--- src/hw/rtl/buzzer_alert_pattern_sequencer_core_macros.svh ---
// Assertion macros used by the top level of the buzzer alert pattern sequencer RTL.
`ifndef BUZZER_ALERT_PATTERN_SEQUENCER_CORE_MACROS_SVH
`define BUZZER_ALERT_PATTERN_SEQUENCER_CORE_MACROS_SVH

// Same-cycle implication, checked on every rising edge outside reset.
`define BAPSC_ASSERT_NOW(label, ante, cons, msg) \
  label: assert property (@(posedge clk) disable iff (rst) (ante) |-> (cons)) \
    else $error(msg);

// Next-cycle implication, checked on every rising edge outside reset.
`define BAPSC_ASSERT_NEXT(label, ante, cons, msg) \
  label: assert property (@(posedge clk) disable iff (rst) (ante) |=> (cons)) \
    else $error(msg);

`endif

--- src/hw/rtl/bapsc_pkg.sv ---
// Types and constants shared by the buzzer alert pattern sequencer modules.
package bapsc_pkg;

  localparam logic [1:0] PH_ARMING    = 2'd0;
  localparam logic [1:0] PH_COUNTDOWN = 2'd1;
  localparam logic [1:0] PH_OTHER     = 2'd2;
  localparam logic [1:0] PH_RESERVED  = 2'd3;

  localparam logic [1:0] MODE_PASSIVE     = 2'd0;
  localparam logic [1:0] MODE_ACTIVE_HIGH = 2'd1;
  localparam logic [1:0] MODE_ACTIVE_LOW  = 2'd2;
  localparam logic [1:0] MODE_NONE        = 2'd3;

  localparam logic [1:0] REG_OUTPUT_MODE   = 2'd0;
  localparam logic [1:0] REG_COUNT_BEEP    = 2'd1;
  localparam logic [1:0] REG_FINAL_WINDOW  = 2'd2;

  localparam int unsigned ADDR_W = 4;

  localparam logic [1:0]  RESET_OUTPUT_MODE  = MODE_ACTIVE_HIGH;
  localparam logic [9:0]  RESET_COUNT_BEEP   = 10'd120;
  localparam logic [15:0] RESET_FINAL_WINDOW = 16'd3000;

  localparam logic [31:0] READY_ON_MS    = 32'd150;
  localparam logic [31:0] READY_OFF_MS   = 32'd150;
  localparam logic [31:0] READY_TOTAL_MS = 2 * READY_ON_MS + READY_OFF_MS;
  localparam logic [11:0] WAIT_ON_MS     = 12'd500;

  localparam logic [10:0] INTERVAL_MIN_MS = 11'd200;
  localparam logic [10:0] INTERVAL_MAX_MS = 11'd1200;
  // Smallest remaining time whose scaled interval exceeds the maximum.
  localparam logic [23:0] INTERVAL_SAT_REMAIN = 24'd20017;

  localparam logic [7:0] DUTY_PASSIVE_ON = 8'd128;
  localparam logic [7:0] DUTY_FULL       = 8'd255;

  typedef struct packed {
    logic [31:0] now_ms;
    logic [1:0]  flight_phase;
    logic        arm_wait;
    logic [23:0] remain_ms;
  } upd_t;

  typedef struct packed {
    logic       buzzer_on;
    logic [7:0] pwm_duty;
    logic       pin_level;
    logic       changed;
  } res_t;

  typedef struct packed {
    logic [1:0]  output_mode;
    logic [9:0]  beep_len_ms;
    logic [15:0] final_window_ms;
  } cfg_t;

endpackage

--- src/hw/rtl/bapsc_cfg.sv ---
// APB register file holding the buzzer drive mode and beep timing settings.
module bapsc_cfg
  import bapsc_pkg::*;
(
  input  logic              clk,
  input  logic              rst,
  input  logic              psel,
  input  logic              penable,
  input  logic              pwrite,
  input  logic [ADDR_W-1:0] paddr,
  input  logic [31:0]       pwdata,
  output logic [31:0]       prdata,
  output logic              pready,
  output cfg_t              cfg
);

  logic wr;

  assign pready = 1'b1;
  assign wr     = psel && penable && pwrite && pready;

  always_ff @(posedge clk) begin
    if (rst) begin
      cfg.output_mode     <= RESET_OUTPUT_MODE;
      cfg.beep_len_ms     <= RESET_COUNT_BEEP;
      cfg.final_window_ms <= RESET_FINAL_WINDOW;
    end else if (wr) begin
      unique case (paddr[ADDR_W-1:2])
        REG_OUTPUT_MODE:  cfg.output_mode     <= pwdata[1:0];
        REG_COUNT_BEEP:   cfg.beep_len_ms     <= pwdata[9:0];
        REG_FINAL_WINDOW: cfg.final_window_ms <= pwdata[15:0];
        default: ;
      endcase
    end
  end

  always_comb begin
    unique case (paddr[ADDR_W-1:2])
      REG_OUTPUT_MODE:  prdata = {30'd0, cfg.output_mode};
      REG_COUNT_BEEP:   prdata = {22'd0, cfg.beep_len_ms};
      REG_FINAL_WINDOW: prdata = {16'd0, cfg.final_window_ms};
      default:          prdata = 32'd0;
    endcase
  end

endmodule

--- config.mk ---
export PLATFORM = sky130hd
export DESIGN_NAME = bapsc_cfg
export DESIGN_NICKNAME = d
export VERILOG_FILES = /design/src/hw/rtl/buzzer_alert_pattern_sequencer_core_macros.svh /design/src/hw/rtl/bapsc_pkg.sv /design/src/hw/rtl/bapsc_cfg.sv
export SDC_FILE = /design/constraint.sdc
export NUM_CORES = 1
export LEC_CHECK = 0
export BUFFER_PORTS_ARGS = -buffer_cell sky130_fd_sc_hd__buf_2
export CAP_MARGIN = 25
export CORE_ASPECT_RATIO = 0.5
export CORE_MARGIN = 10
export CORE_UTILIZATION = 44
export CTS_BUF_LIST = sky130_fd_sc_hd__clkbuf_16
export DETAILED_ROUTE_END_ITERATION = 7
export PLACE_DENSITY = 0.94
export SKIP_LAST_GASP = 1
export SYNTH_ARGS = -nofsm -noshare
export SYNTH_HDL_FRONTEND = slang
export SYNTH_SLANG_ARGS = --single-unit
--- constraint.sdc ---
create_clock -name clk -period 2.8 [get_ports clk]
set_input_delay 0.14 -clock clk [delete_from_list [all_inputs] [get_ports clk]]
set_output_delay 0.14 -clock clk [all_outputs]
set_load 0.01 [all_outputs]
# After elaboration in Yosys (flattened, before gate mapping)
# Cells that the tools add are included.
# W data, S select, Z words.
dict set report classes {
  reduce_logical 6
  n_eq_ne 2
  mux 1
}
# op n
set op_table {}
lappend op_table {{$pmux W16 S3} 1}
lappend op_table {{$reduce_and A2 Y1} 3}
lappend op_table {{$eq A2 B1 Y1 const B} 1}
lappend op_table {{$eq A2 B2 Y1 const B} 1}
lappend op_table {{$logic_and A1 B1 Y1} 2}
lappend op_table {{$logic_not A2 Y1} 1}
dict set report word_totals {
  elab_cells 12
  regBits 28
  input_bits 41
  output_inout_bits 61
}

# Depth between registers and ports, before layout
# Gate-level depths: netlist of the first run.
dict set report logic_depth {
  word_depth 3
  ltp_mapped 5
  mapped_depth_nobuf 3
}

# Worst setup path after synthesis of the first run
# OpenSTA, ideal clock, no wires.
dict set report synth_timing {
  path_kind {in2out}
  startpoint {in paddr[3]}
  endpoint {out prdata[3]}
  slack_ns 1.765
  required_ns 2.660
  t_arrival_ns 0.895
  stages 4
  path_cell_list {buf_2 > and2b_1 > buf_2 > a22o_1}
}
dict set report synth_via {
  elab_chain_cells 2
  word_cells_on_any_way 4
  classes_between {2 x eq/ne; 1 x mux; 1 x reduce/logical}
}
# item line_no
set synth_rtl {}
lappend synth_rtl {{start: declaration} bapsc_cfg.sv:10} ;# input logic [ADDR_W-1:0] paddr,
lappend synth_rtl {{$eq A2 B2 Y1, or another cell as far along} bapsc_cfg.sv:38} ;# unique case (paddr[ADDR_W-1:2])
lappend synth_rtl {{$pmux W16 S3 *} bapsc_cfg.sv:38}
lappend synth_rtl {{end: declaration} bapsc_cfg.sv:12} ;# output logic [31:0] prdata,
# Mark *: on every way between the ends. The rest lies on a longest branch, timed or not.

# Worst setup path in the final report of the first run
dict set report layout_timing {
  startpoint {in paddr[2]}
  endpoint {out prdata[7]}
}
# The elaborated chain is that of the path after synthesis.

==> metrics.md, run 1 <==
| Metric | Value |
|---|---|
| Vias in the first global route | `1,336` |
| Clock latency on the worst-skew pair | `0.26 ns` |
| Final Max Tran Viols | `0` |
| Row count | `14` |
| Synth Area in XOR/XNOR | `0%` |
| Most used flip-flop cell after synthesis | `dfxtp_1` |
| Mapped Cells | `161` |
| Async set or reset register ratio after synthesis | `0%` |
| Drc violations | `0` |
| Largest Register | `cfg` |
| Hold_ws | `0.132 ns` |
| Main combinational cell family by area after synthesis | `simple AND/OR/NAND/NOR gates` |
| Fillers | `258` |
| DIE WIDTH | `103 µm` |
| Commonest non-fill, non-tap cell in the layout | `buf_2` |
| CTS clk-pin slew, worst paths | `0.07 ns` |
| Final worst-path setup slack | `1.40 ns` |
| Post-synthesis simple-gate area fraction | `24.2%` |
| TNS Setup | `0 ns` |
| Hold-fix buffers, CTS | `0` |
| Area Growth Syn to Fin | `22.5%` |
| Vias per std cell | `4.93` |
| CTS sink cnt | `28` |
| Post-Syn Area | `1510 µm²` |
| RSZ-0062 raised after global routing | `no` |
| Dpl ws | `1.33 ns` |
| Req. time, crit path | `2.66 ns` |
| Leakage power | `0.873 nW` |
| Distinct cells, synth | `21` |
| Synth Area in Adders | `0%` |
| Total power | `0.000841 W` |
| CTS root buf | `clkbuf_16` |
| GRT Max-Usage Layer | `met2` |
| Worst hold-check path type | `in2reg` |
| DR vias | `1,282` |
| Io pins | `102` |
| Iteration-0 DRC Markers | `65` |
| Largest net degree at the start of global routing | `50` |
| Endpoint class of the critical path | `primary output` |
| Grt total ovfl | `0` |
| Max FFs per register | `28` |
| Met2 Use GR | `24.8%` |
| Max VDD drop | `0.318 mV` |
| Largest fanout on the critical path | `7` |
| Post-synthesis mux area share | `19.9%` |
| Global routing usage on met1 | `12.5%` |
| GR Util All Layers | `13.1%` |
| Initial antenna violation count | `0` |
| ANT cells | `0` |
| Nets | `263` |
| Core box area | `3140 µm²` |
| Fin. Hold Viols | `0` |
| Post-synthesis compound-gate area fraction | `5.31%` |
| Power density cells | `455 nW/µm²` |
| Die Area | `6310 µm²` |
| Number of gates resized after CTS | `0` |
| Crit path DAT | `1.26 ns` |
| 1st-pass router iterations | `4` |
| Global-route wire length before repair | `6440 µm` |
| Worst Setup SP | `paddr[2]` |
| Regs by FF count | `cfg (28)` |
| Post-route ant nets | `0` |
| Final setup vio count | `0` |
| M3 GR Usage | `4.47%` |
| Post-CTS Setup Bufs | `0` |
| WS Path Type | `in2out` |
| Syn_area_per_cell | `9.36 µm²` |
| Die Y | `61.4 µm` |
| RePlAce Congestion | `0.776` |
| Status | `complete, no violations` |
| Slew HR | `55.0%` |
| Post-DP HPWL | `3270 µm` |
| YS warnings | `0` |
| R2r startpoint | `cfg[26]` |
| Clock Tree Buf Depth | `2` |
| Number of flops mapped to enable cells by yosys | `0` |
| Seq cells post-synth | `28` |
| Port Buffer Count | `66` |
| Ratio of cells with drive above 1 in the final layout | `34.1%` |
| TritonCTS Buffers | `3` |
| HP Start | `pwdata[15]` |
| Fin crit period | `1.40 ns` |
| Worst-Margin Slew | `0.674 ns` |
| Avg WL per Cell | `16.2 µm` |
| Final worst-path cycle share | `49.9%` |
| Most frequent cells in the layout | `buf_2, mux2i_1, nand2b_1, dfxtp_1, nor2_1` |
| Sequential area share after synthesis | `37.2%` |
| Highest clock rate | `715 MHz` |
| Routed wire length | `4220 µm` |
| Clock Skew | `0 ns` |
| CTS H-tree lvls | `1` |
| Setup crit start kind | `input port` |
| Starting Density | `48.1%` |
| CTS tree | `built` |
| Max-cap viol count | `0` |
[cells by family after synthesis]
group / count (synthesis)
AO/OA/AOI/OAI: 10
buffers and inverters: 27
flip-flops: 28
multiplexers: 30
other: 2
AND/OR/NAND/NOR: 64
[area by class of cell]
cell class | instances | area (µm²) | share of cell area, %
repair buffers | 68 | 345 | 18.7
well taps | 40 | 50.0 | 2.71
flip-flops and latches | 28 | 561 | 30.4
multi-input cells | 121 | 816 | 44.2
clock buffers | 3 | 75.1 | 4.07
[cells in the mapped netlist, types with 2 or more instances]
library cell  instances  area share (%)
a22o_1                8             4.6
and2_1                6             2.5
buf_2                 4             1.3
buf_4                17             8.5
clkbuf_1              3            0.75
conb_1                2            0.50
dfxtp_1              28              37
mux2i_1              30              20
nand2_1               2            0.50
nand2b_1             28              12
nor2_1               21             5.2
nor3b_2               2             1.7
o21ai_0               2            0.66
[power breakdown]
group / switching (W) / internal, W / leakage (nW)
logic: 0.0000632 / 0.0000456 / 0.609
clock network: 0.000135 / 0.000190 / 0.0370
registers: 0.00000391 / 0.000403 / 0.227
total: 0.000202 / 0.000639 / 0.873
[worst paths after layout]
| path | slack, ns | cells after the start | endpoint |
|---|---|---|---|
| max reg2reg | 2.14 | 2 | cfg[26] |
| min | 0.13 | 3 | cfg[15] |
| max | 1.40 | 5 | prdata[7] |
| min reg2reg | 0.48 | 2 | cfg[13] |
[per-stage QoR]
| stage | std cells | area (µm²) | utilization, % |
|---|---|---|---|
| 2_1_floorplan | 176 | 1560 | - |
| 3_3_place_gp | 257 | 1770 | 56.5 |
| 3_5_place_dp | 257 | 1770 | 56.5 |
| 4_1_cts | 260 | 1850 | 58.9 |
| 5_1_grt | 260 | 1850 | 58.9 |
| 6_report | 260 | 1850 | 58.9 |
[routing by layer]
| layer | vias up | routed length (µm) |
|---|---|---|
| met1 | 608 | 1420 |
| met2 | 52 | 2280 |
| met3 | 9 | 414 |
| met5 | - | 0 |
| li1 | 613 | - |
| met4 | 0 | 99 |
[worst max-delay path, cell delays in order]
cell,delay [ns]
buf_2,0.15
nor2b_1,0.46
buf_4,0.25
a22o_1,0.13
buf_2,0.13
(Power assumes the default switching activity.)
==> inputs of run 2 (changes only) <==
--- a/config.mk
+++ b/config.mk
@@ -9,10 +9,10 @@
 export CAP_MARGIN = 25
 export CORE_ASPECT_RATIO = 0.5
 export CORE_MARGIN = 10
-export CORE_UTILIZATION = 44
+export CORE_UTILIZATION = 37
 export CTS_BUF_LIST = sky130_fd_sc_hd__clkbuf_16
 export DETAILED_ROUTE_END_ITERATION = 7
-export PLACE_DENSITY = 0.94
+export PLACE_DENSITY = 0.85
 export SKIP_LAST_GASP = 1
 export SYNTH_ARGS = -nofsm -noshare
 export SYNTH_HDL_FRONTEND = slang
==> constraint.sdc (replaced) <==
create_clock -name clk -period 1.23 [get_ports clk]
set_input_delay 0.0615 -clock clk [delete_from_list [all_inputs] [get_ports clk]]
set_output_delay 0.0615 -clock clk [all_outputs]
set_load 0.01 [all_outputs]
==> run 2 against run 1 <==
- global-route usage is 2.9 points lower
- flip-flop and latch count stayed put
- count of clock-buffer cells in the layout stayed put
- via count is 2.4% lower
- sequential power is 130% higher
- combinational power is 130% higher
- design area is 4.5% higher
- cell count is 6.9% higher
- non-clock buffer count is 3 higher
- die area is 14% higher
- critical endpoint is now prdata[1]
==> metrics.md, run 2 (same netlist as run 1, synthesis figures left out) <==
| Metric | Value |
|---|---|
| Starting Density | `38.6% (-9.5 points)` |
| Commonest non-fill, non-tap cell in the layout | `buf_2` |
| RSZ-0062 raised after global routing | `no` |
| Largest Register | `cfg` |
| CTS sink cnt | `28 (unchanged)` |
| Status | `complete, no violations` |
| Area Growth Syn to Fin | `28.0%` |
| Fin. Hold Viols | `0 (unchanged)` |
| Core box area | `3900 µm² (+25%)` |
| Nets | `266 (+1.1%)` |
| Most frequent cells in the layout | `buf_2, mux2i_1, nand2b_1, dfxtp_1, nor2_1` |
| Fillers | `357 (+38%)` |
| Vias per std cell | `4.50 (-8.7%)` |
| Leakage power | `0.904 nW (+3.6%)` |
| Initial antenna violation count | `0 (unchanged)` |
| Global-route wire length before repair | `5980 µm (-7.3%)` |
| R2R cell count | `2 (unchanged)` |
| Largest fanout on the critical path | `3 (-4)` |
| Fin crit period | `1.07 ns` |
| 1st-pass router iterations | `4 (unchanged)` |
| Io pins | `102 (unchanged)` |
| Die Y | `65.1 µm (+6.1%)` |
| Placed inst area | `1820 µm² (+3.0%)` |
| ANT cells | `0 (unchanged)` |
| Avg WL per Cell | `14.3 µm (-12%)` |
| Highest clock rate | `933 MHz` |
| GR Util All Layers | `10.2% (-2.9 points)` |
| Post-layout util | `49.5% (-9.4 points)` |
| Post-CTS Setup Bufs | `0 (unchanged)` |
| CTS root buf | `clkbuf_16` |
| Iteration-0 DRC Markers | `51 (-22%)` |
| Clock latency on the worst-skew pair | `0.26 ns (about the same)` |
| Max FFs per register | `28 (unchanged)` |
| Max-cap viol count | `0 (unchanged)` |
| Grt total ovfl | `0 (unchanged)` |
| Setup crit start kind | `flop` |
| Dpl ws | `0.0630 ns (-1.26 ns)` |
| Endpoint class of the critical path | `primary output` |
| Vias in the first global route | `1,201 (-10%)` |
| WS Path Type | `reg2out` |
| TNS Setup | `0 ns (unchanged)` |
| Worst Setup SP | `cfg[1]` |
| Final setup vio count | `0 (unchanged)` |
| CTS clk-pin slew, worst paths | `0.07 ns (about the same)` |
| Total power | `0.00212 W (+150%)` |
| R2R Setup Slk | `0.58 ns (-1.56 ns)` |
| HP Start | `pwdata[15]` |
| Clock Tree Buf Depth | `2 (unchanged)` |
| Routed wire length | `3980 µm (-5.5%)` |
| Ratio of cells with drive above 1 in the final layout | `35.7% (+1.6 points)` |
| RePlAce Congestion | `0.751 (-3.2%)` |
| Die Area | `7180 µm² (+14%)` |
| Power density cells | `1100 nW/µm² (+140%)` |
| DIE WIDTH | `110 µm (+7.3%)` |
| Layout Cell Area excl Fill | `1930 µm² (+4.5%)` |
| Clock Skew | `0 ns (unchanged)` |
| Reg-to-Reg End | `cfg[12]` |
| CTS tree | `built` |
| Drc violations | `0 (unchanged)` |
| Row count | `16 (+2)` |
| Post-DP HPWL | `3200 µm (-2.1%)` |
| Number of gates resized after CTS | `0 (unchanged)` |
| Final worst-path cycle share | `87.2%` |
| Regs by FF count | `cfg (28)` |
| Worst hold-check path type | `in2reg` |
| Final worst-path setup slack | `0.158 ns (-1.24 ns)` |
| Worst setup path endpoint | `prdata[1]` |
| Port Buffer Count | `66 (unchanged)` |
| TritonCTS Buffers | `3 (unchanged)` |
| Max VDD drop | `0.456 mV (+43%)` |
| Largest net degree at the start of global routing | `30 (-40%)` |
| R2r startpoint | `cfg[12]` |
| DR vias | `1,251 (-2.4%)` |
| CTS H-tree lvls | `1 (unchanged)` |
| Final Max Tran Viols | `0 (unchanged)` |
| Post-route ant nets | `0 (unchanged)` |
| Req. time, crit path | `1.17 ns (-1.49 ns)` |
| Crit path DAT | `1.01 ns (-0.25 ns)` |
| Hold-fix buffers, CTS | `0 (unchanged)` |
## run 2: final cells by class
| class | instances | area [µm²] | area share (%) |
|---|---|---|---|
| repair buffers | 71 | 380 | 19.7 |
| clock inverters | 1 | 30.0 | 1.56 |
| clock buffers | 3 | 75.1 | 3.89 |
| well taps | 54 | 67.6 | 3.50 |
| multi-input cells | 121 | 817 | 42.3 |
| flip-flops and latches | 28 | 561 | 29.0 |
## run 2: how the worst min path moves through the flow
stage                    to  slack [ns]  cells past startpoint
floorplan           cfg[10]        0.22                      2
detailed placement  cfg[13]        0.33                      3
global route        cfg[19]        0.07                      3
finish              cfg[15]        0.06                      3
global placement    cfg[11]        0.32                      3
CTS                 cfg[15]        0.06                      3
## run 2: per-layer routing
layer  track usage, %  part of all wire (%)  up-vias
met4             2.07                  0.73        0
met5                0                     0        -
li1                 -                     -      623
met3             2.14                   8.2        2
met1             10.0                    34      593
met2             21.2                    57       33
## run 2: power breakdown
group | internal [W] | switching (W) | leakage [nW]
clock network | 0.000647 | 0.000297 | 0.0511
logic | 0.000110 | 0.000141 | 0.627
registers | 0.000918 | 0.00000887 | 0.227
## run 2: per-stage QoR
| stage | hold WS, ns | cells |
|---|---|---|
| global route | 0.0678 | 278 |
| floorplan | 0.217 | 176 |
| CTS | 0.0579 | 278 |
| finish | 0.0574 | 278 |
| global placement | 0.323 | 274 |
| detailed placement | 0.333 | 274 |
## run 2: critical path, stage by stage, from the launching register on
cell and delay [ns]:
dfxtp_1 0.37, mux2i_1 0.10, o21ai_0 0.13, buf_2 0.15
